## src/mfd_pkg.sv

```systemverilog
package mfd_pkg;

  localparam int HEADER_SIZE_DEF   = 16;
  localparam int LENGTH_OFFSET_DEF = 8;

  localparam logic [7:0] SOI_BYTE0 = 8'hFF;
  localparam logic [7:0] SOI_BYTE1 = 8'hD8;

  localparam int CFG_INDEX_W = 2;
  localparam int CFG_DATA_W  = 8;

  localparam logic [CFG_INDEX_W-1:0] CFG_MARK3      = 2'd0;
  localparam logic [CFG_INDEX_W-1:0] CFG_MARK4      = 2'd1;
  localparam logic [CFG_INDEX_W-1:0] CFG_BIG_ENDIAN = 2'd2;

  typedef enum logic [2:0] {
    PH_HUNT  = 3'd0,
    PH_FF    = 3'd1,
    PH_D8    = 3'd2,
    PH_M3    = 3'd3,
    PH_FRAME = 3'd4
  } phase_t;

  typedef struct packed {
    logic [7:0]  mark3;
    logic [7:0]  mark4;
    logic        big_endian;
  } cfg_t;

  typedef struct packed {
    logic [7:0]  data;
    logic        last;
    logic        error;
    logic [31:0] length;
  } result_t;

  typedef struct packed {
    logic single;
    logic burst;
  } emit_t;

endpackage

```

## src/marked_frame_deframer.sv

```systemverilog
// Marked frame deframer.
// Input channel (in_valid/in_ready/in_byte): one stream byte per transaction.
// Output channel (out_valid/out_ready/out_*): one frame byte per transaction,
// with out_last on the final byte, out_error with out_last when the header
// length is below the header size, and out_frame_length on the last byte.
// Config port (cfg_we/cfg_index/cfg_data): index 0 third mark byte, 1 fourth
// mark byte, 2 length byte order (0 little, 1 big); write only while idle.
// Path: a byte accepted is held in the input register, and its result is
// loaded into the output register once the output slot is free.
// Throughput: 1 byte per cycle while hunting and inside a frame, unless the
// receiver stalls. A completed start sequence gives four output transactions
// from one input byte; input waits while the output register replays them.
// Reset: hunting for the first start byte, config registers cleared, no
// output pending. When the receiver stalls, the output register holds and the
// input register fills, then in_ready drops until the output drains.
module marked_frame_deframer #(
  parameter int HEADER_SIZE   = mfd_pkg::HEADER_SIZE_DEF,
  parameter int LENGTH_OFFSET = mfd_pkg::LENGTH_OFFSET_DEF
) (
  input  logic                            clk,
  input  logic                            rst_n,
  input  logic                            in_valid,
  output logic                            in_ready,
  input  logic [7:0]                      in_byte,
  output logic                            out_valid,
  input  logic                            out_ready,
  output logic [7:0]                      out_byte,
  output logic                            out_last,
  output logic                            out_error,
  output logic [31:0]                     out_frame_length,
  input  logic                            cfg_we,
  input  logic [mfd_pkg::CFG_INDEX_W-1:0] cfg_index,
  input  logic [mfd_pkg::CFG_DATA_W-1:0]  cfg_data
);
  import mfd_pkg::*;

  cfg_t       cfg_r, cfg_nxt;
  logic       s1_valid_r, s1_valid_nxt;
  logic [7:0] s1_byte_r, s1_byte_nxt;
  logic       slot_free;
  logic       core_fire;
  emit_t      emit;
  result_t    res;
  result_t    out_res;

  assign core_fire = s1_valid_r && slot_free;
  assign in_ready  = !s1_valid_r || core_fire;

  always_comb begin
    cfg_nxt = cfg_r;
    if (cfg_we) begin
      unique case (cfg_index)
        CFG_MARK3:      cfg_nxt.mark3      = cfg_data;
        CFG_MARK4:      cfg_nxt.mark4      = cfg_data;
        CFG_BIG_ENDIAN: cfg_nxt.big_endian = cfg_data[0];
        default:        cfg_nxt            = cfg_r;
      endcase
    end
  end

  always_comb begin
    s1_valid_nxt = s1_valid_r;
    s1_byte_nxt  = s1_byte_r;
    if (in_ready) begin
      s1_valid_nxt = in_valid;
      s1_byte_nxt  = in_byte;
    end
  end

  always_ff @(posedge clk) begin
    if (!rst_n) begin
      cfg_r      <= '0;
      s1_valid_r <= 1'b0;
    end else begin
      cfg_r      <= cfg_nxt;
      s1_valid_r <= s1_valid_nxt;
    end
  end

  always_ff @(posedge clk) begin
    s1_byte_r <= s1_byte_nxt;
  end

  mfd_core #(
    .HEADER_SIZE   (HEADER_SIZE),
    .LENGTH_OFFSET (LENGTH_OFFSET)
  ) u_core (
    .clk     (clk),
    .rst_n   (rst_n),
    .fire    (core_fire),
    .in_data (s1_byte_r),
    .cfg     (cfg_r),
    .emit    (emit),
    .res     (res)
  );

  mfd_out u_out (
    .clk       (clk),
    .rst_n     (rst_n),
    .load      (core_fire),
    .emit      (emit),
    .res       (res),
    .mark3     (cfg_r.mark3),
    .tail      (s1_byte_r),
    .out_ready (out_ready),
    .out_valid (out_valid),
    .out_res   (out_res),
    .slot_free (slot_free)
  );

  assign out_byte         = out_res.data;
  assign out_last         = out_res.last;
  assign out_error        = out_res.error;
  assign out_frame_length = out_res.length;

endmodule

```

## src/mfd_core.sv

```systemverilog
module mfd_core #(
  parameter int HEADER_SIZE   = mfd_pkg::HEADER_SIZE_DEF,
  parameter int LENGTH_OFFSET = mfd_pkg::LENGTH_OFFSET_DEF
) (
  input  logic             clk,
  input  logic             rst_n,
  input  logic             fire,
  input  logic [7:0]       in_data,
  input  mfd_pkg::cfg_t    cfg,
  output mfd_pkg::emit_t   emit,
  output mfd_pkg::result_t res
);
  import mfd_pkg::*;

  localparam logic [31:0] HS = 32'(HEADER_SIZE);
  localparam logic [31:0] LO = 32'(LENGTH_OFFSET);

  phase_t      phase_r, phase_nxt;
  logic [31:0] cnt_r, cnt_nxt;
  logic [31:0] len_r, len_nxt;

  logic [31:0] cnt_inc;
  logic [31:0] len_off;
  logic        len_win;
  logic [31:0] len_gath;
  logic        frame_last;
  logic        frame_err;

  // length gathering and end-of-frame decision
  always_comb begin
    cnt_inc  = cnt_r + 32'd1;
    len_off  = cnt_r - LO;
    len_win  = (cnt_r >= LO) && (len_off < 32'd4) && (cnt_r < HS);
    len_gath = len_r;
    if (len_win) begin
      if (cfg.big_endian) begin
        len_gath = {len_r[23:0], in_data};
      end else begin
        len_gath = len_r | ({24'd0, in_data} << {len_off[1:0], 3'b000});
      end
    end
    frame_last = 1'b0;
    frame_err  = 1'b0;
    if (cnt_inc == HS) begin
      if (len_gath <= HS) begin
        frame_last = 1'b1;
        frame_err  = (len_gath < HS);
      end
    end else if ((cnt_inc > HS) && (cnt_inc == len_gath)) begin
      frame_last = 1'b1;
    end
  end

  // next state
  always_comb begin
    phase_nxt = phase_r;
    cnt_nxt   = cnt_r;
    len_nxt   = len_r;
    if (fire) begin
      unique case (phase_r)
        PH_FF: begin
          if (in_data == SOI_BYTE1) begin
            phase_nxt = PH_D8;
          end else if (in_data == SOI_BYTE0) begin
            phase_nxt = PH_FF;
          end else begin
            phase_nxt = PH_HUNT;
          end
        end
        PH_D8: begin
          phase_nxt = (in_data == cfg.mark3) ? PH_M3 : PH_HUNT;
        end
        PH_M3: begin
          if (in_data == cfg.mark4) begin
            phase_nxt = PH_FRAME;
            cnt_nxt   = 32'd4;
            len_nxt   = 32'd0;
          end else begin
            phase_nxt = PH_HUNT;
          end
        end
        PH_FRAME: begin
          len_nxt = len_gath;
          if (frame_last) begin
            phase_nxt = PH_HUNT;
            cnt_nxt   = 32'd0;
          end else begin
            cnt_nxt = cnt_inc;
          end
        end
        default: begin
          phase_nxt = (in_data == SOI_BYTE0) ? PH_FF : PH_HUNT;
        end
      endcase
    end
  end

  // outputs
  always_comb begin
    emit       = '0;
    res.data   = in_data;
    res.last   = 1'b0;
    res.error  = 1'b0;
    res.length = 32'd0;
    unique case (phase_r)
      PH_M3: begin
        emit.burst = fire && (in_data == cfg.mark4);
      end
      PH_FRAME: begin
        emit.single = fire;
        res.last    = frame_last;
        res.error   = frame_err;
        res.length  = frame_last ? len_gath : 32'd0;
      end
      default: begin
        emit = '0;
      end
    endcase
  end

  always_ff @(posedge clk) begin
    if (!rst_n) begin
      phase_r <= PH_HUNT;
      cnt_r   <= 32'd0;
      len_r   <= 32'd0;
    end else begin
      phase_r <= phase_nxt;
      cnt_r   <= cnt_nxt;
      len_r   <= len_nxt;
    end
  end

endmodule

```

## src/mfd_out.sv

```systemverilog
module mfd_out (
  input  logic             clk,
  input  logic             rst_n,
  input  logic             load,
  input  mfd_pkg::emit_t   emit,
  input  mfd_pkg::result_t res,
  input  logic [7:0]       mark3,
  input  logic [7:0]       tail,
  input  logic             out_ready,
  output logic             out_valid,
  output mfd_pkg::result_t out_res,
  output logic             slot_free
);
  import mfd_pkg::*;

  logic        valid_r, valid_nxt;
  logic [1:0]  burst_r, burst_nxt;
  result_t     res_r, res_nxt;
  logic [7:0]  mark3_r, mark3_nxt;
  logic [7:0]  tail_r, tail_nxt;

  assign slot_free = (burst_r == 2'd0) && (!valid_r || out_ready);
  assign out_valid = valid_r;
  assign out_res   = res_r;

  always_comb begin
    valid_nxt = valid_r;
    burst_nxt = burst_r;
    res_nxt   = res_r;
    mark3_nxt = mark3_r;
    tail_nxt  = tail_r;
    if (valid_r && out_ready) begin
      if (burst_r != 2'd0) begin
        burst_nxt = burst_r - 2'd1;
        case (burst_r)
          2'd3:    res_nxt.data = SOI_BYTE1;
          2'd2:    res_nxt.data = mark3_r;
          default: res_nxt.data = tail_r;
        endcase
      end else begin
        valid_nxt = 1'b0;
      end
    end
    if (load && emit.single) begin
      valid_nxt = 1'b1;
      res_nxt   = res;
    end else if (load && emit.burst) begin
      valid_nxt = 1'b1;
      burst_nxt = 2'd3;
      res_nxt   = '{data: SOI_BYTE0, last: 1'b0, error: 1'b0, length: 32'd0};
      mark3_nxt = mark3;
      tail_nxt  = tail;
    end
  end

  always_ff @(posedge clk) begin
    if (!rst_n) begin
      valid_r <= 1'b0;
      burst_r <= 2'd0;
    end else begin
      valid_r <= valid_nxt;
      burst_r <= burst_nxt;
    end
  end

  always_ff @(posedge clk) begin
    res_r   <= res_nxt;
    mark3_r <= mark3_nxt;
    tail_r  <= tail_nxt;
  end

endmodule

```

## config.mk

```make
export PLATFORM = sky130hd
export DESIGN_NAME = marked_frame_deframer
export DESIGN_NICKNAME = d
export VERILOG_FILES = /design/src/mfd_pkg.sv /design/src/marked_frame_deframer.sv /design/src/mfd_core.sv /design/src/mfd_out.sv
export SDC_FILE = /design/constraint.sdc
export NUM_CORES = 1
export LEC_CHECK = 0
export BUFFER_PORTS_ARGS = -buffer_cell sky130_fd_sc_hd__clkbuf_2
export CORE_UTILIZATION = 45
export DETAILED_ROUTE_END_ITERATION = 10
export GPL_ROUTABILITY_DRIVEN = 1
export GPL_TIMING_DRIVEN = 0
export PLACE_DENSITY = 0.7
export RECOVER_POWER = 100
export SKIP_LAST_GASP = 1
export SYNTH_ARGS = -nofsm -noshare
export SYNTH_HDL_FRONTEND = slang
export SYNTH_HIERARCHICAL = 1
export SYNTH_SLANG_ARGS = --single-unit
```

## constraint.sdc

```tcl
create_clock -name clk -period 4.8 [get_ports clk]
set_clock_uncertainty 0.1 [all_clocks]
set_input_delay 0.72 -clock clk [delete_from_list [all_inputs] [get_ports clk]]
set_output_delay 0.72 -clock clk [all_outputs]
set_load 0.01 [all_outputs]
```

; Word-level counts from Yosys, hierarchy flattened
; Index checks and enable logic that the tools add are counted.
[op_classes]
n_addsub = 3
magnitude_cmp = 6
eq_ne = 17
shifts = 1
n_mux = 35
bitwise = 2
reduce_logical = 28
[op_table]
columns = operator, count
row1 = 32-bit 2-to-1 mux, 6
row2 = 32-bit case mux with 2 select lines, 2
row3 = 42-bit 2-to-1 mux, 2
row4 = 32-bit by 5-bit less-than comparator with 1-bit output (second input constant), 2
row5 = 34-bit 2-to-1 mux, 1
row6 = 32-bit by 1-bit adder with 32-bit output (second input constant), 1
row7 = 32-bit equality test, 1
row8 = 32-bit by 5-bit equality test with 1-bit output (second input constant), 1
row9 = 32-bit by 4-bit >= comparator with 1-bit output (second input constant), 1
row10 = 32-bit by 5-bit greater-than comparator with 1-bit output (second input constant), 1
row11 = 32-bit by 5-bit <= comparator with 1-bit output (second input constant), 1
row12 = 32-bit by 3-bit less-than comparator with 1-bit output (second input constant), 1
row13 = 32-bit bitwise OR, 1
row14 = 8-bit by 5-bit << shifter with 32-bit output, 1
row15 = 32-bit by 4-bit subtractor with 32-bit output (second input constant), 1
row16 = 8-bit equality test, 2
row17 = 8-bit equality test (second input constant), 2
row18 = 8-bit 2-to-1 mux, 2
row19 = 8-bit case mux with 2 select lines, 1
row20 = 2-bit AND reduction, 7
row21 = 1-bit 2-to-1 mux, 12
row22 = 3-bit case mux with 4 select lines, 1
row23 = 2-bit 2-to-1 mux, 5
row24 = 1-bit logical AND, 9
row25 = 16 further kinds, 28
[totals]
ff_bits = 154
out_inout_bits = 44
elab_cells = 108

; Depth between registers and ports, before layout
; Gate-level depths: netlist (run 1).
[depth]
ltp_word = 12
depth_mapped = 17

; Cells and area by module
; Netlist (run 1), hierarchy kept.
[modules_own_cells]
columns = mod, n_inst, cells_per_inst, area_per_inst_um2
row1 = mfd_core, 1, 901, 6382.4
row2 = mfd_out, 1, 147, 2317.2
row3 = marked_frame_deframer, 1, 80, 960.9

; Worst setup path after synthesis (run 1)
; OpenSTA, ideal clock, no wires.
[synth_path]
kind = reg-to-reg
start = reg u_core.cnt_r[4]
end = reg u_out.res_r (netlist bit u_out/out_res[11]) (data pin)
arrival_ps = 4560
setup_slack_ps = 8
stages_incl_launch_ff = 18
n_path_buf = 4
synth_period_minus_slack_ps = 4792
path_cell_list = dfxtp_1 clkbuf_1 inv_1 ha_1 or3b_2 a211oi_1 or4b_1 buf_2 clkbuf_1 o21ai_0 mux2i_1 a2111o_1 or4_4 o31ai_4 nand3_2 buf_6 o21ba_1 and3_1
[synth_rtl]
columns = element, line
row1 = "start, declared", mfd_core.sv:19  ; logic [31:0] cnt_r, cnt_nxt;
row2 = "start signal, assigned", mfd_core.sv:128  ; cnt_r <= cnt_nxt;
row3 = "end signal, assigned", mfd_out.sv:67  ; res_r <= res_nxt;
row4 = "end, declared", mfd_out.sv:18  ; result_t res_r, res_nxt;

==> impl_results.md, run 1 <==
- CTS sink cnt: 154
- Max Slew Vio Count: 0
- First-pass GRT wire length: 49800 µm
- Pwr dens: 251 mW/mm²
- Slew HR: 9.77%
- Setup crit start: u_core/cnt_r[3]
- Via density: 6.11
- Post-layout min period: 4770 ps
- Die Wd: 149 µm
- CP Max Fanout: 10
- Number of diodes: 0
- Largest net degree at the start of global routing: 39
- Die area: 0.0221 mm²
- Cell taking the most area after synthesis: edfxtp_1
- Setup ws final: 34.9 ps
- Most common flop cell mapped by yosys: dfxtp_1
- Core area: 0.0210 mm²
- Min-Delay Path Depth: 1
- Overall Global Routing Usage: 30.1%
- DP Worst Slack: -1440 ps
- Yosys reg bits: 154
- Post-DP HPWL: 24200 µm
- CTS buffer count: 17
- GPL Wtd Cong: 0.963
- Share of cells above drive strength 1: 13.6%
- Fmax: 210 MHz
- FF+latch area: 0.00375 mm²
- Fill count: 1984
- DRC Markers: 0
- Asr flop ratio synth: 0%
- Final hold vios: 0
- Post-route ant nets: 0
- Worst-path clk slew: 70 ps
- # rows: 53
- Reg2reg start: u_core/cnt_r[3]
- Critical Path Start Type: flip-flop
- Final Power: 0.00285 W
- WP data required: 5000 ps
- Total Wirelength: 33000 µm
- Status: finished clean
- Root Buffer: clkbuf_16
- Share of the synthesized area in the top cell type: 20.5%
- Crit path kind: reg2reg
- Top post-synthesis cells by area: edfxtp_1, dfxtp_1, xnor2_1, nand2_1, nand3_1
- CTS tree: done
- Leak: 3.74 nW
- Mapped Area: 0.00966 mm²
- WP data arrival: 4970 ps
- Synth unique cells: 80
- Final period util: 99.3%
- Vias in the first global route: 8538
- Hold_sp: in_byte[3]
- Nets: 1254
- Final setup violation count: 0
- Max VDD drop: 0.229 mV
- Element type at the critical path end: flip-flop
- Core Util, Final: 53.9%
- Reg2Reg Depth: 18
- Ys Warns: 6
- Synth Net Count: 1156
- Initial core utilization: 46.0%
- DRT iter0 DRCs: 973
- GR Overflow Total: 0
- Avg Inst Size Synth: 8.56 µm²
- Count of input and output buffers: 66
- Insertion delay to the later sink of the worst-skew pair: 440 ps
- Post-synth EDFFs: 66
- Wire per inst: 21.8 µm
- Synth-to-Final Area Change: 17.4%
- Sequential share of the synthesized area: 38.8%
- Die height: 149 µm
- Clock Path Buffers: 2
- Footprint of the multi-input gates: 0.00563 mm²
- Io pins: 67
- DR pass1 iterations: 6
- Type of the tightest min-delay check: in2reg
- Max-cap check violation count: 0
- H-tree depth: 4
- Vias: 9249
- Worst hold margin: 359 ps
- Worst Tran Pin Value: 1350 ps
- # hold bufs at CTS: 0
- Post-synthesis cell count: 1128
- Initial antenna violation count: 0
==> path summary, 6_finish.rpt <==
path | end | slack (ps)
setup / recovery | u_out/out_res[11] | 30
hold / removal | s1_byte_r[3] | 360
setup reg to reg | u_out/out_res[11] | 30
hold reg to reg | cfg_r[5] | 380
==> cells in the final DEF, fill, tap and decap left out, types with 7 or more instances in the layout <==
cell       count
nand3_1       64
nor3_1        16
a21o_1        14
nand3b_1       9
nand4_1       23
a21boi_0      31
inv_1         20
nor4_2         8
a31oi_1       15
xnor2_1       63
and2_1        11
mux2i_1       27
clkbuf_2      30
dfxtp_1       86
clkbuf_16     17
nor2b_1       22
buf_4         20
a21oi_1       40
and2_0        15
edfxtp_1      66
a22oi_1        7
nor2_1        83
nor3b_1        7
xor2_1         8
clkbuf_1     116
nand2b_1      10
nor4_1        30
o21ai_0       28
and3_1        42
or3_1         21
nand2_1      105
==> worst max-delay path: stages, from the launching register on <==
cell,delay [ps]
dfxtp_4,370
clkbuf_8,160
inv_2,60
ha_4,250
nor3b_4,200
nand4_1,220
buf_4,210
or4b_4,480
buf_6,150
clkbuf_8,180
o21ai_1,130
mux2i_1,120
a2111o_1,370
or4_4,540
o31ai_4,270
nand3_4,180
buf_12,200
o21ba_1,260
and3_1,160
==> flip-flops by register name (all words and copies together), names as in the netlist <==
register         count
u_out/out_res       42
u_core/cnt_r        32
u_core/len_r        32
cfg_r               17
s1_byte_r            8
u_out/mark3_r        8
u_out/tail_r         8
u_core/phase_r       3
u_out/burst_r        2
s1_valid_r           1
u_out/out_valid      1
==> layer usage <==
layer,GRT usage (%),share of wire (%),wire length (µm)
met2,47.3,45,14800
met3,5.12,8.8,2900
met5,0,0,0
met4,13.6,4.1,1360
met1,40.2,42,14000
==> through the flow <==
| stage | cells | setup TNS (ps) | area [µm²] |
|---|---|---|---|
| 2_1_floorplan | 1128 | 0 | 9660 |
| 3_3_place_gp | 1469 | -70630 | 10300 |
| 3_5_place_dp | 1469 | -67240 | 10300 |
| 4_1_cts | 1508 | 0 | 11200 |
| 5_1_grt | 1514 | -22.7 | 11300 |
| 6_report | 1514 | 0 | 11300 |
==> kinds of logic after synthesis <==
group	share of synthesized area, %
and+or+nand+nor	27.9
AOI/OAI and AO/OA	16.5
DFF	38.8
buffers and inverters	6.01
xor gates and xnor gates	6.44
muxes	3.69
adders and majority gates	0.648
==> synthesized netlist by cell type, types with 30 or more instances <==
cell type	instances
nand2_1	105
and3_1	42
dfxtp_1	88
clkbuf_1	78
nor2_1	83
a21oi_1	41
o21ai_0	30
nand3_1	65
a21boi_0	30
nor4_1	39
mux2i_1	30
xnor2_1	63
edfxtp_1	66
==> cell type report <==
| type | count | area share [%] |
|---|---|---|
| Multi-Input combinational cell | 842 | 49.7 |
| Sequential cell | 154 | 33.1 |
| Tap cell | 275 | 3.03 |
| Clock inverter | 15 | 1.53 |
| Buffer | 104 | 4.60 |
| Clock buffer | 17 | 3.75 |
| Timing Repair Buffer | 84 | 3.57 |
| Inverter | 23 | 0.783 |
==> what timing repair did <==
action / CTS / global route
buffers inserted: 11 / 7
endpoints found under the hold margin: 0 / 0
endpoints found under the setup margin: 67 / 56
pin swaps: 10 / 6
resized for setup: 55 / 42
==> power by group <==
group	leakage, nW	internal [W]	switching [W]	total (W)
Combinational	2.22	0.0000436	0.0000740	0.000118
Clock	0.286	0.000702	0.000652	0.00135
Sequential	1.24	0.00137	0.00000970	0.00138
No activity file was read; power rests on OpenSTA's default activity.
==> inputs of run 2 (changes only) <==
--- a/config.mk
+++ b/config.mk
@@ -9,8 +9,7 @@
 export CORE_UTILIZATION = 45
 export DETAILED_ROUTE_END_ITERATION = 10
 export GPL_ROUTABILITY_DRIVEN = 1
-export GPL_TIMING_DRIVEN = 0
-export PLACE_DENSITY = 0.7
+export PLACE_DENSITY = 0.67
 export RECOVER_POWER = 100
 export SKIP_LAST_GASP = 1
 export SYNTH_ARGS = -nofsm -noshare
==> constraint.sdc (replaced) <==
create_clock -name clk -period 6.1 [get_ports clk]
set_clock_uncertainty 0.1 [all_clocks]
set_input_delay 0.915 -clock clk [delete_from_list [all_inputs] [get_ports clk]]
set_output_delay 0.915 -clock clk [all_outputs]
set_load 0.01 [all_outputs]
==> impl_results.md, run 2 (same netlist as run 1, synthesis figures left out) <==
- Die Wd: 149 µm (unchanged)
- CTS buffer count: 17 (unchanged)
- Nets: 1156 (-7.8%)
- Crit path kind: reg2reg
- Total Wirelength: 29100 µm (-12%)
- Final hold vios: 0 (unchanged)
- Fmax: 171 MHz (-19%)
- Setup ws final: 244 ps (+209 ps)
- Clk pwr share: 49.9% (+2.3 points)
- Reg-to-Reg End: u_out/out_res[11]
- Reg2Reg Depth: 13 (-5)
- Post-layout min period: 5860 ps (+1090 ps)
- Filler-free cell count of the finished design: 1416 (-6.5%)
- Worst-path clk slew: 70 ps (about the same)
- Core area: 0.0210 mm² (unchanged)
- First-pass GRT wire length: 45400 µm (-8.9%)
- # rows: 53 (unchanged)
- Die area: 0.0221 mm² (unchanged)
- Setup crit start: u_core/cnt_r[4]
- Worst Tran Pin Value: 2090 ps (+738 ps)
- Post-DP HPWL: 20000 µm (-17%)
- Reg2reg start: u_core/cnt_r[4]
- Dpl cells: 1384 (-5.8%)
- DRC Markers: 0 (unchanged)
- Post-route ant nets: 0 (unchanged)
- Pwr dens: 219 mW/mm² (-13%)
- CTS sink cnt: 154 (unchanged)
- Setup TNS: 0 ps (unchanged)
- Initial antenna violation count: 0 (unchanged)
- Max Slew Vio Count: 101 (+101)
- Count of input and output buffers: 66 (unchanged)
- DR pass1 iterations: 8 (+2)
- Min-Delay Path Depth: 2 (+1)
- Leak: 3.48 nW (-6.9%)
- Largest net degree at the start of global routing: 55 (+41%)
- Critical path depth: 13 (-5)
- DP Worst Slack: 336 ps (+1770 ps)
- Critical Path Start Type: flip-flop
- Sw power: 0.000548 W (-26%)
- Initial core utilization: 46.0% (unchanged)
- CP Max Fanout: 33 (+23)
- Pint: 0.00177 W (-16%)
- # hold bufs at CTS: 0 (unchanged)
- WP data required: 6310 ps (+1310 ps)
- Slowest cell on the critical path: or4b_1
- Max FFs per register: 42 (unchanged)
- Wire per inst: 20.6 µm (-5.7%)
- Vias in the first global route: 7947 (-6.9%)
- Final non-filler cell area: 0.0106 mm² (-6.9%)
- # resized after CTS: 0 (-100%)
- WP data arrival: 6070 ps (+1100 ps)
- CP top delay family: simple AND/OR/NAND/NOR gates
- Element type at the critical path end: flip-flop
- CTS tree: done
- Most frequent cells in the layout: nand2_1, dfxtp_1, nor2_1
- Crit path to: u_out/out_res[11]
- Share of cells above drive strength 1: 8.24% (-5.4 points)
- Clock Path Buffers: 2 (unchanged)
- Max VDD drop: 0.164 mV (-28%)
- Most common cell after layout, fill and taps aside: nand2_1
- GR Overflow Total: 0 (unchanged)
- Overall Global Routing Usage: 26.7% (-3.4 points)
- Final setup violation count: 0 (unchanged)
- Insertion delay to the later sink of the worst-skew pair: 440 ps (about the same)
- Power share of the combinational group: 2.9% (-1.2 points)
- Final period util: 96.0% (-3.3 points)
- Largest stage delay, worst path: 810 ps (+270 ps)
- Via density: 6.19 (+1.4%)
- Type of the tightest min-delay check: reg2reg
- Io pins: 67 (unchanged)
- Number of diodes: 0 (unchanged)
- Dpl cell area: 0.0100 mm² (-3.0%)
- Power share of the sequential group: 47.2% (-1.1 points)
- Crit path cell chain: inv_1 -> ha_1 -> or3b_2 -> a211oi_1 -> or4b_1 -> o22ai_4 -> xnor2_1 -> or4_1 -> or4_4 -> o31ai_4 -> nand3_2 -> o21ba_1 -> and3_1
- H-tree depth: 4 (unchanged)
- Die height: 149 µm (unchanged)
- Setup bufs post-CTS: 0 (-11)
- Switch share: 23.7% (-2.2 points)
- Slew HR: -39.1% (-49 points)
- Synth-to-Final Area Change: 9.30%
- Status: finished, violations left
- DRT iter0 DRCs: 997 (+2.5%)
- RSZ-0062 raised after global routing: no
- CP Buf/Inv Count: 1 (-5)
- Root Buffer: clkbuf_16
- GPL Wtd Cong: 0.998 (+3.6%)
- Failing checks: capacitance limit, slew limit
- R2r setup slk: 240 ps (+210 ps)
- Vias: 8770 (-5.2%)
- Max-cap check violation count: 2 (+2)
- Core Util, Final: 50.2% (-3.7 points)
==> run 2: cell count changes in the layout (fill, tap and decap cells not counted), moves of 5 or more <==
cell,delta
nor4_2,-8
clkbuf_2,-9
nor3_1,+5
nor4_1,+9
clkbuf_1,-63
o22ai_1,+6
buf_1,-6
==> run 2: layout make-up <==
class                      instances  area [µm²]
multi-input combinational        842        5330
clock buffer                      18         429
tap                              275         344
sequential                       154        3740
inverter                          23        86.3
clock inverter                    14         203
timing repair buffer              90         428
fill                            2022       10500
==> run 2: power groups by stage <==
stage	Clock, W	Sequential (W)	Combinational (W)
4_1_cts	0.00117	0.00109	0.0000675
5_1_grt	0.00120	0.00109	0.0000731
3_3_place_gp	0	0.00112	0.0000666
3_5_place_dp	0	0.00112	0.0000671
2_1_floorplan	0	0.00110	0.0000570
6_report	0.00116	0.00109	0.0000673
==> run 2: metrics by stage <==
stage / total power (W) / hold WS (ps)
5_1_grt: 0.00237 / 397
3_3_place_gp: 0.00118 / 361
2_1_floorplan: 0.00116 / 345
3_5_place_dp: 0.00118 / 372
4_1_cts: 0.00233 / 381
6_report: 0.00232 / 378
==> run 2: worst min path at each step <==
stage | start | end | slack, ps
2_1_floorplan | cfg_r[0] | cfg_r[0] | 350
3_3_place_gp | cfg_r[8] | cfg_r[8] | 360
3_5_place_dp | cfg_r[4] | cfg_r[4] | 370
4_1_cts | cfg_r[4] | cfg_r[4] | 380
5_1_grt | cfg_r[6] | cfg_r[6] | 400
6_report | cfg_r[4] | cfg_r[4] | 380
==> run 2: routing by layer <==
| metal | global-route usage [%] | vias up | share of wire [%] |
|---|---|---|---|
| met2 | 42.2 | 430 | 46 |
| met3 | 5.06 | 61 | 8.1 |
| li1 | - | 4085 | - |
| met4 | 9.12 | 0 | 2.5 |
| met1 | 36.2 | 4194 | 44 |
| met5 | 0 | - | 0 |
==> run 2: worst register-to-register path, cell delays in order (launching register included) <==
cell and delay [ps]:
dfxtp_1 420, inv_1 210, ha_1 200, or3b_2 440
a211oi_1 610, or4b_1 810, o22ai_4 320, xnor2_1 100
or4_1 500, or4_4 540, o31ai_4 230, nand3_2 600
o21ba_1 480, and3_1 160
